## config.mk

```make
export PLATFORM = sky130hd
export DESIGN_NAME = ec_key_hysteresis_detector_unit
export DESIGN_NICKNAME = d
export VERILOG_FILES = /design/src/rtl/core/ekhd_pkg.sv /design/src/rtl/core/ekhd_ram.sv /design/src/rtl/core/ekhd_update.sv /design/src/rtl/core/ec_key_hysteresis_detector_unit.sv
export SDC_FILE = /design/constraint.sdc
export NUM_CORES = 1
export LEC_CHECK = 0
export BUFFER_PORTS_ARGS = -buffer_cell sky130_fd_sc_hd__buf_4
export CORE_AREA = 2 2 194 196
export DETAILED_ROUTE_END_ITERATION = 12
export DIE_AREA = 0 0 196 198
export SETUP_SLACK_MARGIN = 0.15
export SLEW_MARGIN = 10
export SYNTH_ARGS = -nofsm -noshare
export SYNTH_HDL_FRONTEND = slang
export SYNTH_SLANG_ARGS = --single-unit
export TNS_END_PERCENT = 1
```

## constraint.sdc

```tcl
create_clock -name aclk -period 8.1 [get_ports aclk]
set_clock_uncertainty 0.15 [all_clocks]
set_input_delay 1.62 -clock aclk [delete_from_list [all_inputs] [get_ports aclk]]
set_output_delay 1.62 -clock aclk [all_outputs]
set_load 0.03 [all_outputs]
```

## src/rtl/core/ekhd_pkg.sv

```systemverilog
// Shared types, constants and codes for the key hysteresis detector.
`default_nettype none

package ekhd_pkg;

    localparam int KEY_COUNT_DEF = 8;

    localparam int KEY_W   = 3;
    localparam int RAW_W   = 16;
    localparam int LEVEL_W = 12;
    localparam int MASK_W  = 8;
    localparam int KIND_W  = 2;
    localparam int CFG_IDX_W  = 2;
    localparam int CFG_DATA_W = 12;

    localparam int READ_SHIFT = 4;

    localparam logic [LEVEL_W-1:0] FLOOR_RESET   = LEVEL_W'(500);
    localparam logic [LEVEL_W-1:0] ACTUATE_RESET = LEVEL_W'(800);
    localparam logic [LEVEL_W-1:0] RELEASE_RESET = LEVEL_W'(600);

    // One entry of the per-key store: pressed flag on top of the floor.
    localparam int ENTRY_W = LEVEL_W + 1;

    typedef enum logic [KIND_W-1:0] {
        EV_NONE    = 2'd0,
        EV_PRESS   = 2'd1,
        EV_RELEASE = 2'd2
    } event_kind_t;

    typedef enum logic [CFG_IDX_W-1:0] {
        CFG_ACTUATE = 2'd0,
        CFG_RELEASE = 2'd1,
        CFG_MASK    = 2'd2
    } cfg_index_t;

    typedef struct packed {
        logic               in_range;
        logic               masked;
        logic               sample_ok;
        logic               scan_start;
        logic [RAW_W-1:0]   raw;
        logic               entry_pressed;
        logic [LEVEL_W-1:0] entry_floor;
    } upd_req_t;

    typedef struct packed {
        event_kind_t        kind;
        logic [LEVEL_W-1:0] reading;
        logic [LEVEL_W-1:0] floor_out;
        logic [LEVEL_W-1:0] held_next;
        logic               wr_en;
        logic               wr_pressed;
        logic [LEVEL_W-1:0] wr_floor;
    } upd_resp_t;

endpackage

`default_nettype wire

```

## src/rtl/core/ekhd_ram.sv

```systemverilog
// Generic single-clock RAM, one write port and one registered read port.
`default_nettype none

module ekhd_ram #(
    parameter int WIDTH = 13,
    parameter int DEPTH = 8,
    localparam int ADDR_W = (DEPTH > 1) ? $clog2(DEPTH) : 1
) (
    input  wire logic              aclk,
    input  wire logic              wr_en,
    input  wire logic [ADDR_W-1:0] wr_addr,
    input  wire logic [WIDTH-1:0]  wr_data,
    input  wire logic              rd_en,
    input  wire logic [ADDR_W-1:0] rd_addr,
    output logic      [WIDTH-1:0]  rd_data
);

    logic [WIDTH-1:0] mem [DEPTH];

    always_ff @(posedge aclk) begin
        if (wr_en) begin
            mem[wr_addr] <= wr_data;
        end
        if (rd_en) begin
            rd_data <= mem[rd_addr];
        end
    end

endmodule

`default_nettype wire

```

## src/rtl/core/ekhd_update.sv

```systemverilog
// Per-sample reading select, floor tracking and hysteresis compare.
`default_nettype none

module ekhd_update (
    input  wire ekhd_pkg::upd_req_t                   req,
    input  wire logic [ekhd_pkg::LEVEL_W-1:0]         actuate_level,
    input  wire logic [ekhd_pkg::LEVEL_W-1:0]         release_level,
    input  wire logic [ekhd_pkg::LEVEL_W-1:0]         held_reg,
    output ekhd_pkg::upd_resp_t                       resp
);
    import ekhd_pkg::*;

    logic [LEVEL_W-1:0] reading_new;
    logic [LEVEL_W-1:0] held_eff;
    logic               active;
    logic [LEVEL_W-1:0] rd;
    logic [LEVEL_W-1:0] floor_min;
    logic [LEVEL_W:0]   act_sum;
    logic [LEVEL_W:0]   rel_sum;
    logic [LEVEL_W:0]   rd_ext;
    event_kind_t        kind;

    always_comb begin
        reading_new = req.raw[RAW_W-1:READ_SHIFT];
        // scan start clears the held reading before anything else
        held_eff    = req.scan_start ? '0 : held_reg;
        active      = req.in_range && !req.masked;

        if (!active) begin
            rd = '0;
        end else if (req.sample_ok) begin
            rd = reading_new;
        end else begin
            rd = held_eff;
        end

        floor_min = (rd < req.entry_floor) ? rd : req.entry_floor;
        rd_ext    = {1'b0, rd};
        act_sum   = {1'b0, actuate_level} + {1'b0, floor_min};
        rel_sum   = {1'b0, release_level} + {1'b0, floor_min};

        kind = EV_NONE;
        if (active) begin
            if (!req.entry_pressed) begin
                if (rd_ext > act_sum) begin
                    kind = EV_PRESS;
                end
            end else if (rd_ext < rel_sum) begin
                kind = EV_RELEASE;
            end
        end

        resp.kind       = kind;
        resp.reading    = rd;
        if (!req.in_range) begin
            resp.floor_out = '0;
        end else if (req.masked) begin
            resp.floor_out = req.entry_floor;
        end else begin
            resp.floor_out = floor_min;
        end
        resp.held_next  = (active && req.sample_ok) ? reading_new : held_eff;
        resp.wr_en      = active;
        resp.wr_pressed = req.entry_pressed ^ (kind != EV_NONE);
        resp.wr_floor   = floor_min;
    end

endmodule

`default_nettype wire

```

## src/rtl/core/ec_key_hysteresis_detector_unit.sv

```systemverilog
// Top level of the key hysteresis detector with per-key noise floor tracking.
//
// Usage:
//   Input channel (s_*): one word per ADC sample, carrying the key index, the
//   raw 16-bit sample, a sample-ok flag and a scan-start flag. Output channel
//   (m_*): exactly one result word per input word, in order, with the key,
//   the event kind (none, pressed, released), the 12-bit reading compared and
//   the key's noise floor after the update.
//   Configuration: cfg_wr_en/cfg_index/cfg_wdata write actuate level (0),
//   release level (1) and key skip mask (2); write only while
//   the block is idle. Other indexes are ignored.
//   Pipeline: the per-key store is read as a word is accepted into stage
//   1; the compare and write-back run there, and the result is registered
//   on m_* when stage 1 advances. Throughput: one word per cycle while the
//   output is not stalled, set by the single read-modify-write of the
//   per-key store; back-to-back hits on one key are forwarded.
//   Reset: all keys released, all floors 500, held reading 0, levels at
//   their defaults; per-key valid bits stand in for clearing the store, so
//   the block is ready right after reset.
//   Stall: when m_ready is low the result waits in the output register and
//   one more word can still enter and wait in the compute stage.
`default_nettype none

module ec_key_hysteresis_detector_unit #(
    parameter int KEY_COUNT = ekhd_pkg::KEY_COUNT_DEF
) (
    input  wire logic                              aclk,
    input  wire logic                              aresetn,

    input  wire logic                              s_valid,
    output logic                                   s_ready,
    input  wire logic [ekhd_pkg::KEY_W-1:0]        s_key_index,
    input  wire logic [ekhd_pkg::RAW_W-1:0]        s_raw_sample,
    input  wire logic                              s_sample_ok,
    input  wire logic                              s_scan_start,

    output logic                                   m_valid,
    input  wire logic                              m_ready,
    output logic      [ekhd_pkg::KEY_W-1:0]        m_event_key,
    output logic      [ekhd_pkg::KIND_W-1:0]       m_event_kind,
    output logic      [ekhd_pkg::LEVEL_W-1:0]      m_reading_used,
    output logic      [ekhd_pkg::LEVEL_W-1:0]      m_floor_now,

    input  wire logic                              cfg_wr_en,
    input  wire logic [ekhd_pkg::CFG_IDX_W-1:0]    cfg_index,
    input  wire logic [ekhd_pkg::CFG_DATA_W-1:0]   cfg_wdata
);
    import ekhd_pkg::*;

    localparam int ADDR_W = (KEY_COUNT > 1) ? $clog2(KEY_COUNT) : 1;
    localparam logic [ENTRY_W-1:0] ENTRY_RESET = {1'b0, FLOOR_RESET};

    // Configuration registers
    logic [LEVEL_W-1:0] actuate_reg, actuate_next;
    logic [LEVEL_W-1:0] release_reg, release_next;
    logic [MASK_W-1:0]  mask_reg,    mask_next;

    // Compute stage (stage 1) registers
    logic               s1_valid_reg, s1_valid_next;
    logic [KEY_W-1:0]   s1_key_reg;
    logic [RAW_W-1:0]   s1_raw_reg;
    logic               s1_ok_reg;
    logic               s1_start_reg;
    logic               s1_entry_valid_reg;
    logic               s1_fwd_hit_reg;
    logic [ENTRY_W-1:0] s1_fwd_data_reg;

    // Held reading and per-key valid bits
    logic [LEVEL_W-1:0]   held_reg, held_next;
    logic [KEY_COUNT-1:0] entry_valid_reg, entry_valid_next;

    // Output register
    logic               m_valid_reg, m_valid_next;
    logic [KEY_W-1:0]   m_key_reg;
    event_kind_t        m_kind_reg;
    logic [LEVEL_W-1:0] m_reading_reg;
    logic [LEVEL_W-1:0] m_floor_reg;

    logic               s_accept;
    logic               s1_adv;
    logic [KEY_W+ADDR_W-1:0] in_key_ext;
    logic [KEY_W+ADDR_W-1:0] s1_key_ext;
    logic [ADDR_W-1:0]  rd_addr;
    logic [ADDR_W-1:0]  wr_addr;
    logic               wr_en;
    logic [ENTRY_W-1:0] wr_data;
    logic [ENTRY_W-1:0] ram_rdata;
    logic [ENTRY_W-1:0] entry_data;
    logic               fwd_hit;
    logic               s1_in_range;
    upd_req_t           upd_req;
    upd_resp_t          upd_resp;

    // ---------------------------------------------------------------
    // Configuration decode
    // ---------------------------------------------------------------
    always_comb begin
        actuate_next = actuate_reg;
        release_next = release_reg;
        mask_next    = mask_reg;
        if (cfg_wr_en) begin
            unique case (cfg_index)
                CFG_ACTUATE: actuate_next = cfg_wdata[LEVEL_W-1:0];
                CFG_RELEASE: release_next = cfg_wdata[LEVEL_W-1:0];
                CFG_MASK:    mask_next    = cfg_wdata[MASK_W-1:0];
                default:     ;
            endcase
        end
    end

    always_ff @(posedge aclk) begin
        if (!aresetn) begin
            actuate_reg <= ACTUATE_RESET;
            release_reg <= RELEASE_RESET;
            mask_reg    <= '0;
        end else begin
            actuate_reg <= actuate_next;
            release_reg <= release_next;
            mask_reg    <= mask_next;
        end
    end

    // ---------------------------------------------------------------
    // Handshake: stage 1 advances when the output register is free or
    // being drained; a new word enters when stage 1 is empty or empties this cycle.
    // ---------------------------------------------------------------
    assign s1_adv   = s1_valid_reg && (!m_valid_reg || m_ready);
    assign s_ready  = !s1_valid_reg || s1_adv;
    assign s_accept = s_valid && s_ready;

    // Map the 3-bit key onto the store address width.
    assign in_key_ext = {{ADDR_W{1'b0}}, s_key_index};
    assign s1_key_ext = {{ADDR_W{1'b0}}, s1_key_reg};
    assign rd_addr    = in_key_ext[ADDR_W-1:0];
    assign wr_addr    = s1_key_ext[ADDR_W-1:0];
    assign s1_in_range = (32'(s1_key_reg) < KEY_COUNT);

    // Write-back in the same cycle as a read of the same entry: the RAM
    // returns stale data, so capture the write data instead.
    assign fwd_hit = wr_en && (wr_addr == rd_addr);

    ekhd_ram #(
        .WIDTH (ENTRY_W),
        .DEPTH (KEY_COUNT)
    ) u_key_store (
        .aclk    (aclk),
        .wr_en   (wr_en),
        .wr_addr (wr_addr),
        .wr_data (wr_data),
        .rd_en   (s_accept),
        .rd_addr (rd_addr),
        .rd_data (ram_rdata)
    );

    always_comb begin
        s1_valid_next = s1_valid_reg;
        if (s_accept) begin
            s1_valid_next = 1'b1;
        end else if (s1_adv) begin
            s1_valid_next = 1'b0;
        end
    end

    always_ff @(posedge aclk) begin
        if (!aresetn) begin
            s1_valid_reg <= 1'b0;
        end else begin
            s1_valid_reg <= s1_valid_next;
        end
    end

    always_ff @(posedge aclk) begin
        if (s_accept) begin
            s1_key_reg      <= s_key_index;
            s1_raw_reg      <= s_raw_sample;
            s1_ok_reg       <= s_sample_ok;
            s1_start_reg    <= s_scan_start;
            s1_fwd_hit_reg  <= fwd_hit;
            s1_fwd_data_reg <= wr_data;
            // out-of-range keys never use this bit
            s1_entry_valid_reg <= (32'(s_key_index) < KEY_COUNT) ?
                                  entry_valid_reg[rd_addr] : 1'b0;
        end
    end

    // ---------------------------------------------------------------
    // Stage 1: pick the entry, update, write back
    // ---------------------------------------------------------------
    always_comb begin
        if (s1_fwd_hit_reg) begin
            entry_data = s1_fwd_data_reg;
        end else if (s1_entry_valid_reg) begin
            entry_data = ram_rdata;
        end else begin
            entry_data = ENTRY_RESET;
        end
    end

    always_comb begin
        upd_req.in_range      = s1_in_range;
        upd_req.masked        = mask_reg[s1_key_reg];
        upd_req.sample_ok     = s1_ok_reg;
        upd_req.scan_start    = s1_start_reg;
        upd_req.raw           = s1_raw_reg;
        upd_req.entry_pressed = entry_data[ENTRY_W-1];
        upd_req.entry_floor   = entry_data[LEVEL_W-1:0];
    end

    ekhd_update u_update (
        .req           (upd_req),
        .actuate_level (actuate_reg),
        .release_level (release_reg),
        .held_reg      (held_reg),
        .resp          (upd_resp)
    );

    assign wr_en   = s1_adv && upd_resp.wr_en;
    assign wr_data = {upd_resp.wr_pressed, upd_resp.wr_floor};

    always_comb begin
        held_next        = held_reg;
        entry_valid_next = entry_valid_reg;
        if (s1_adv) begin
            held_next = upd_resp.held_next;
        end
        if (wr_en) begin
            entry_valid_next[wr_addr] = 1'b1;
        end
    end

    always_ff @(posedge aclk) begin
        if (!aresetn) begin
            held_reg        <= '0;
            entry_valid_reg <= '0;
        end else begin
            held_reg        <= held_next;
            entry_valid_reg <= entry_valid_next;
        end
    end

    // ---------------------------------------------------------------
    // Output register: load on advance, drop on take
    // ---------------------------------------------------------------
    always_comb begin
        m_valid_next = m_valid_reg;
        if (s1_adv) begin
            m_valid_next = 1'b1;
        end else if (m_ready) begin
            m_valid_next = 1'b0;
        end
    end

    always_ff @(posedge aclk) begin
        if (!aresetn) begin
            m_valid_reg <= 1'b0;
        end else begin
            m_valid_reg <= m_valid_next;
        end
    end

    always_ff @(posedge aclk) begin
        if (s1_adv) begin
            m_key_reg     <= s1_key_reg;
            m_kind_reg    <= upd_resp.kind;
            m_reading_reg <= upd_resp.reading;
            m_floor_reg   <= upd_resp.floor_out;
        end
    end

    assign m_valid        = m_valid_reg;
    assign m_event_key    = m_key_reg;
    assign m_event_kind   = m_kind_reg;
    assign m_reading_used = m_reading_reg;
    assign m_floor_now    = m_floor_reg;

    // ---------------------------------------------------------------
    // Assertions
    // ---------------------------------------------------------------
    a_valid_after_write: assert property (@(posedge aclk) disable iff (!aresetn)
        wr_en |=> entry_valid_reg[$past(wr_addr)])
        else $error("valid bit not set after store write");

    a_press_above_floor: assert property (@(posedge aclk) disable iff (!aresetn)
        (s1_adv && (upd_resp.kind == EV_PRESS)) |->
        (upd_resp.reading > upd_resp.floor_out))
        else $error("press reported with reading not above floor");

    a_idle_key_quiet: assert property (@(posedge aclk) disable iff (!aresetn)
        (s1_adv && (!s1_in_range || mask_reg[s1_key_reg])) |->
        ((upd_resp.kind == EV_NONE) && !wr_en))
        else $error("masked or out-of-range key changed state");

    a_floor_never_rises: assert property (@(posedge aclk) disable iff (!aresetn)
        wr_en |-> (upd_resp.wr_floor <= entry_data[LEVEL_W-1:0]))
        else $error("noise floor increased");

endmodule

`default_nettype wire

```

==> results.ini <==
[yosys]
synth-main-ff-cell=sky130_fd_sc_hd__edfxtp_1
syn-cell-area_mm2=0.0109
post_synth_edffs=178
synth_async_sr_flop_share_pct=0
yosysWarnings=0
synth_fp_nets=912
average_size_of_a_mapped_cell_um2=13.5
yosysSeqAreaShare_pct=58.8
synth.lib_cells_used.distinct=72
ys_ff_latch=232
postSynthCellCount=811

[hold_path]
min_delay_endpoint=entry_valid_reg[2]
worst_hold_startpoint=entry_valid_reg[2]
cell_count_of_the_worst_hold_path=1
hold_class=flop to flop

[drt]
finalWirelength_um=26500
drt_first_iter_violations=519
drt_pass1_iterations=5
antenna_left=0
detail_route.vias_per_cell=4.92
vias=6913
routed_wire_length_per_instance_um=18.9
post-route-drc-count=0

[critical_path]
endpoint_kind=flop
rr_startpoint=s1_key_reg[2]
worst-path-max-fanout=11
setup.worst_path.start_class=flop
timing.setup.critical_path_class=flop to flop
worst_path_arrival_ps=7520
ff2ff_setup_slack_ps=640
timing.rr.end=u_key_store.mem[6][12]
timing.reg2reg.worst_path_depth=27
required_ps=8160

[sta]
post-route-min-period_ps=7460
finalWorstSetupSlack_ps=638
finalSetupViolCount=0
worst_margin_slew_ps=1110
finalHoldViolCount=0
timing.slew.headroom_pct=26.1
tns_ps=0
rsz0062_at_grt=no
final-max-slew-violation-count=0
max_freq_ghz=0.134
fin_crit_sh_pct=92.1

[finish]
instances_no_fill=1405
drive_gt1_share_pct=25.6
flow.area_growth_from_synthesis_pct=19.3
largest_register_ff_count=104
fin_nets=1012
finalCoreUtilization_pct=35.3
layout.filler_cells=3554

[placed_design]
hpwl_reported_at_the_end_of_detailed_placement_um=18700
worst_slack_after_detailed_placement_ps=396
place.detailed.instances=1354
buffer_ports.inserted=66
gpl.final_weighted_congestion=0.865

[grt]
grt_start_max_net_pins=55
wire_length_of_the_first_global_routing_pass_um=41500
gr-total-overflow=0
grtUsageTotal_pct=13.9
grt_antenna_before_repair=2
number_of_global_route_vias_before_repair=7070

[floorplanning]
design.die.area_mm2=0.0388
start_util_pct=29.6
die-height_um=198
die_width_um=196
core_area_mm2=0.0370
design.portCount=71
placement_rows=71

[clock_tree]
clk_latency_ps=530
tritoncts_clock_tree=built
tritoncts_num_sinks=232
clock_slew_at_the_register_clock_pins_of_the_worst_setup_and_hold_paths_ps=60
clock-root-buffer=sky130_fd_sc_hd__clkbuf_16
cts_buffers=24
count_of_h_tree_levels_built_during_cts=1
ctsLongestPathBuffers=3

[job]
max_cap_viol_count=0

[outcome]
status=finished, final reports clean

[power]
design_power_total_uw=3100
cellPowerDensity_mw_per_mm2=238
power.static_leakage_uw=0.00482
worst_ir_drop_vdd_uv=145

==> layout by cell type, fill, tap and decap left out, drive strengths merged, types with 14 or more instances in the layout <==
master	Yosys	routed
clkbuf	21	39
mux2	14	14
nand2	81	81
mux4	28	28
inv	14	14
xor2	14	14
edfxtp	178	178
nor2	31	31
o21a	18	18
a21oi	40	40
nand3	15	15
a21boi	17	17
ha	59	59
o21ai	41	41
buf	13	108
a22oi	17	17
dfxtp	54	54
nor2b	30	30
==> kinds of logic after synthesis <==
| family | Yosys count | share of synthesized area (%) |
|---|---|---|
| fa+ha+maj | 61 | 7.12 |
| compound gates | 184 | 11.9 |
| xor+xnor | 16 | 1.28 |
| simple gates | 216 | 10.5 |
| buf+inv | 48 | 2.10 |
| flops | 232 | 58.8 |
| mux | 54 | 8.35 |
==> how the worst max path moves through the flow <==
| stage | to | from | cells after the start | slack, ps |
|---|---|---|---|---|
| finish | u_key_store.mem[6][12] | s1_key_reg[2] | 27 | 640 |
| global route | s1_fwd_data_reg[12] | s1_key_reg[2] | 28 | 190 |
| CTS | u_key_store.mem[0][12] | s1_key_reg[1] | 27 | 360 |
| detailed placement | u_key_store.mem[2][12] | s1_key_reg[1] | 27 | 400 |
| global placement | u_key_store.mem[2][12] | s1_key_reg[1] | 27 | 490 |
| floorplan | s1_fwd_data_reg[12] | s1_key_reg[1] | 27 | 1360 |
==> synthesized netlist by cell type (all sizes together) (4+ instances only) <==
master / count / area share, %
a211o: 4 / 0.32
edfxtp: 178 / 49
nand3: 15 / 0.69
o211ai: 6 / 0.41
buf: 13 / 0.88
nand4: 6 / 0.34
nor4: 4 / 0.37
xor2: 14 / 1.1
nand2b: 9 / 0.52
nor3b: 12 / 0.82
nand2: 81 / 2.8
or2: 4 / 0.23
clkbuf: 21 / 0.73
o22ai: 8 / 0.52
nor3: 8 / 0.56
a211oi: 4 / 0.27
nor2: 31 / 1.1
mux2i: 12 / 1.1
mux2: 14 / 1.4
a22oi: 17 / 1.6
a21oi: 40 / 1.9
a21boi: 17 / 1.2
inv: 14 / 0.48
dfxtp: 54 / 9.9
mux4: 28 / 5.8
o21a: 18 / 1.2
nor2b: 30 / 1.9
a21o: 7 / 0.48
ha: 59 / 6.8
o21ai: 41 / 2.0
==> what timing repair did <==
action | 4_1_cts | 5_1_grt
hold buffers | 0 | 0
setup buffers | 0 | 5
gates resized for setup | 0 | 3
endpoints found under the setup margin | 0 | 9
==> stage by stage <==
| step | hold WS, ps | instance area, um2 |
|---|---|---|
| after global routing | 335 | 13000 |
| after floorplan | 285 | 10900 |
| final | 312 | 13000 |
| after detailed placement | 301 | 12200 |
| after global placement | 294 | 12200 |
| after CTS | 315 | 13000 |
==> per-layer routing <==
metal  share of wire [%]  GRT usage [%]
met1                  46           19.1
met2                  45           22.4
met3                 6.5           2.88
met4                 2.0           3.56
met5                   0              0
==> worst max-delay path: stages, from the launching register on <==
cell,delay (ps)
sky130_fd_sc_hd__edfxtp_1,560
sky130_fd_sc_hd__and4_4,280
sky130_fd_sc_hd__a31oi_1,360
sky130_fd_sc_hd__nand3_1,280
sky130_fd_sc_hd__buf_4,260
sky130_fd_sc_hd__nor2_1,250
sky130_fd_sc_hd__ha_1,300
sky130_fd_sc_hd__a21oi_1,150
sky130_fd_sc_hd__o21ai_0,120
sky130_fd_sc_hd__a2111o_1,490
sky130_fd_sc_hd__nand2b_1,170
sky130_fd_sc_hd__a31oi_1,440
sky130_fd_sc_hd__ha_1,270
sky130_fd_sc_hd__inv_1,60
sky130_fd_sc_hd__fa_1,400
sky130_fd_sc_hd__nor2b_1,180
sky130_fd_sc_hd__o31ai_1,110
sky130_fd_sc_hd__a21oi_1,250
sky130_fd_sc_hd__o311ai_2,140
sky130_fd_sc_hd__buf_4,170
sky130_fd_sc_hd__a311oi_1,310
sky130_fd_sc_hd__ha_1,310
sky130_fd_sc_hd__a2111oi_0,370
sky130_fd_sc_hd__buf_4,190
sky130_fd_sc_hd__nand2_1,40
sky130_fd_sc_hd__o21ai_0,160
sky130_fd_sc_hd__o21a_1,200
sky130_fd_sc_hd__o22ai_2,180
==> layout make-up <==
| type | count | area (um2) | area share [%] |
|---|---|---|---|
| clock buffers | 39 | 762 | 5.85 |
| inverters | 14 | 52.6 | 0.403 |
| flip-flops and latches | 232 | 6430 | 49.3 |
| clock inverters | 5 | 63.8 | 0.489 |
| well taps | 474 | 593 | 4.55 |
| repair buffers | 108 | 811 | 6.22 |
| multi-input cells | 531 | 4320 | 33.2 |
| diodes | 2 | 5.00 | 0.0384 |
==> power by group <==
part,leakage (uW),switching (uW),internal (uW)
clock network,0.000408,454,677
registers,0.00211,25.6,1370
logic,0.00230,338,232
total,0.00482,817,2280
Power figures use the tool's default switching activity.
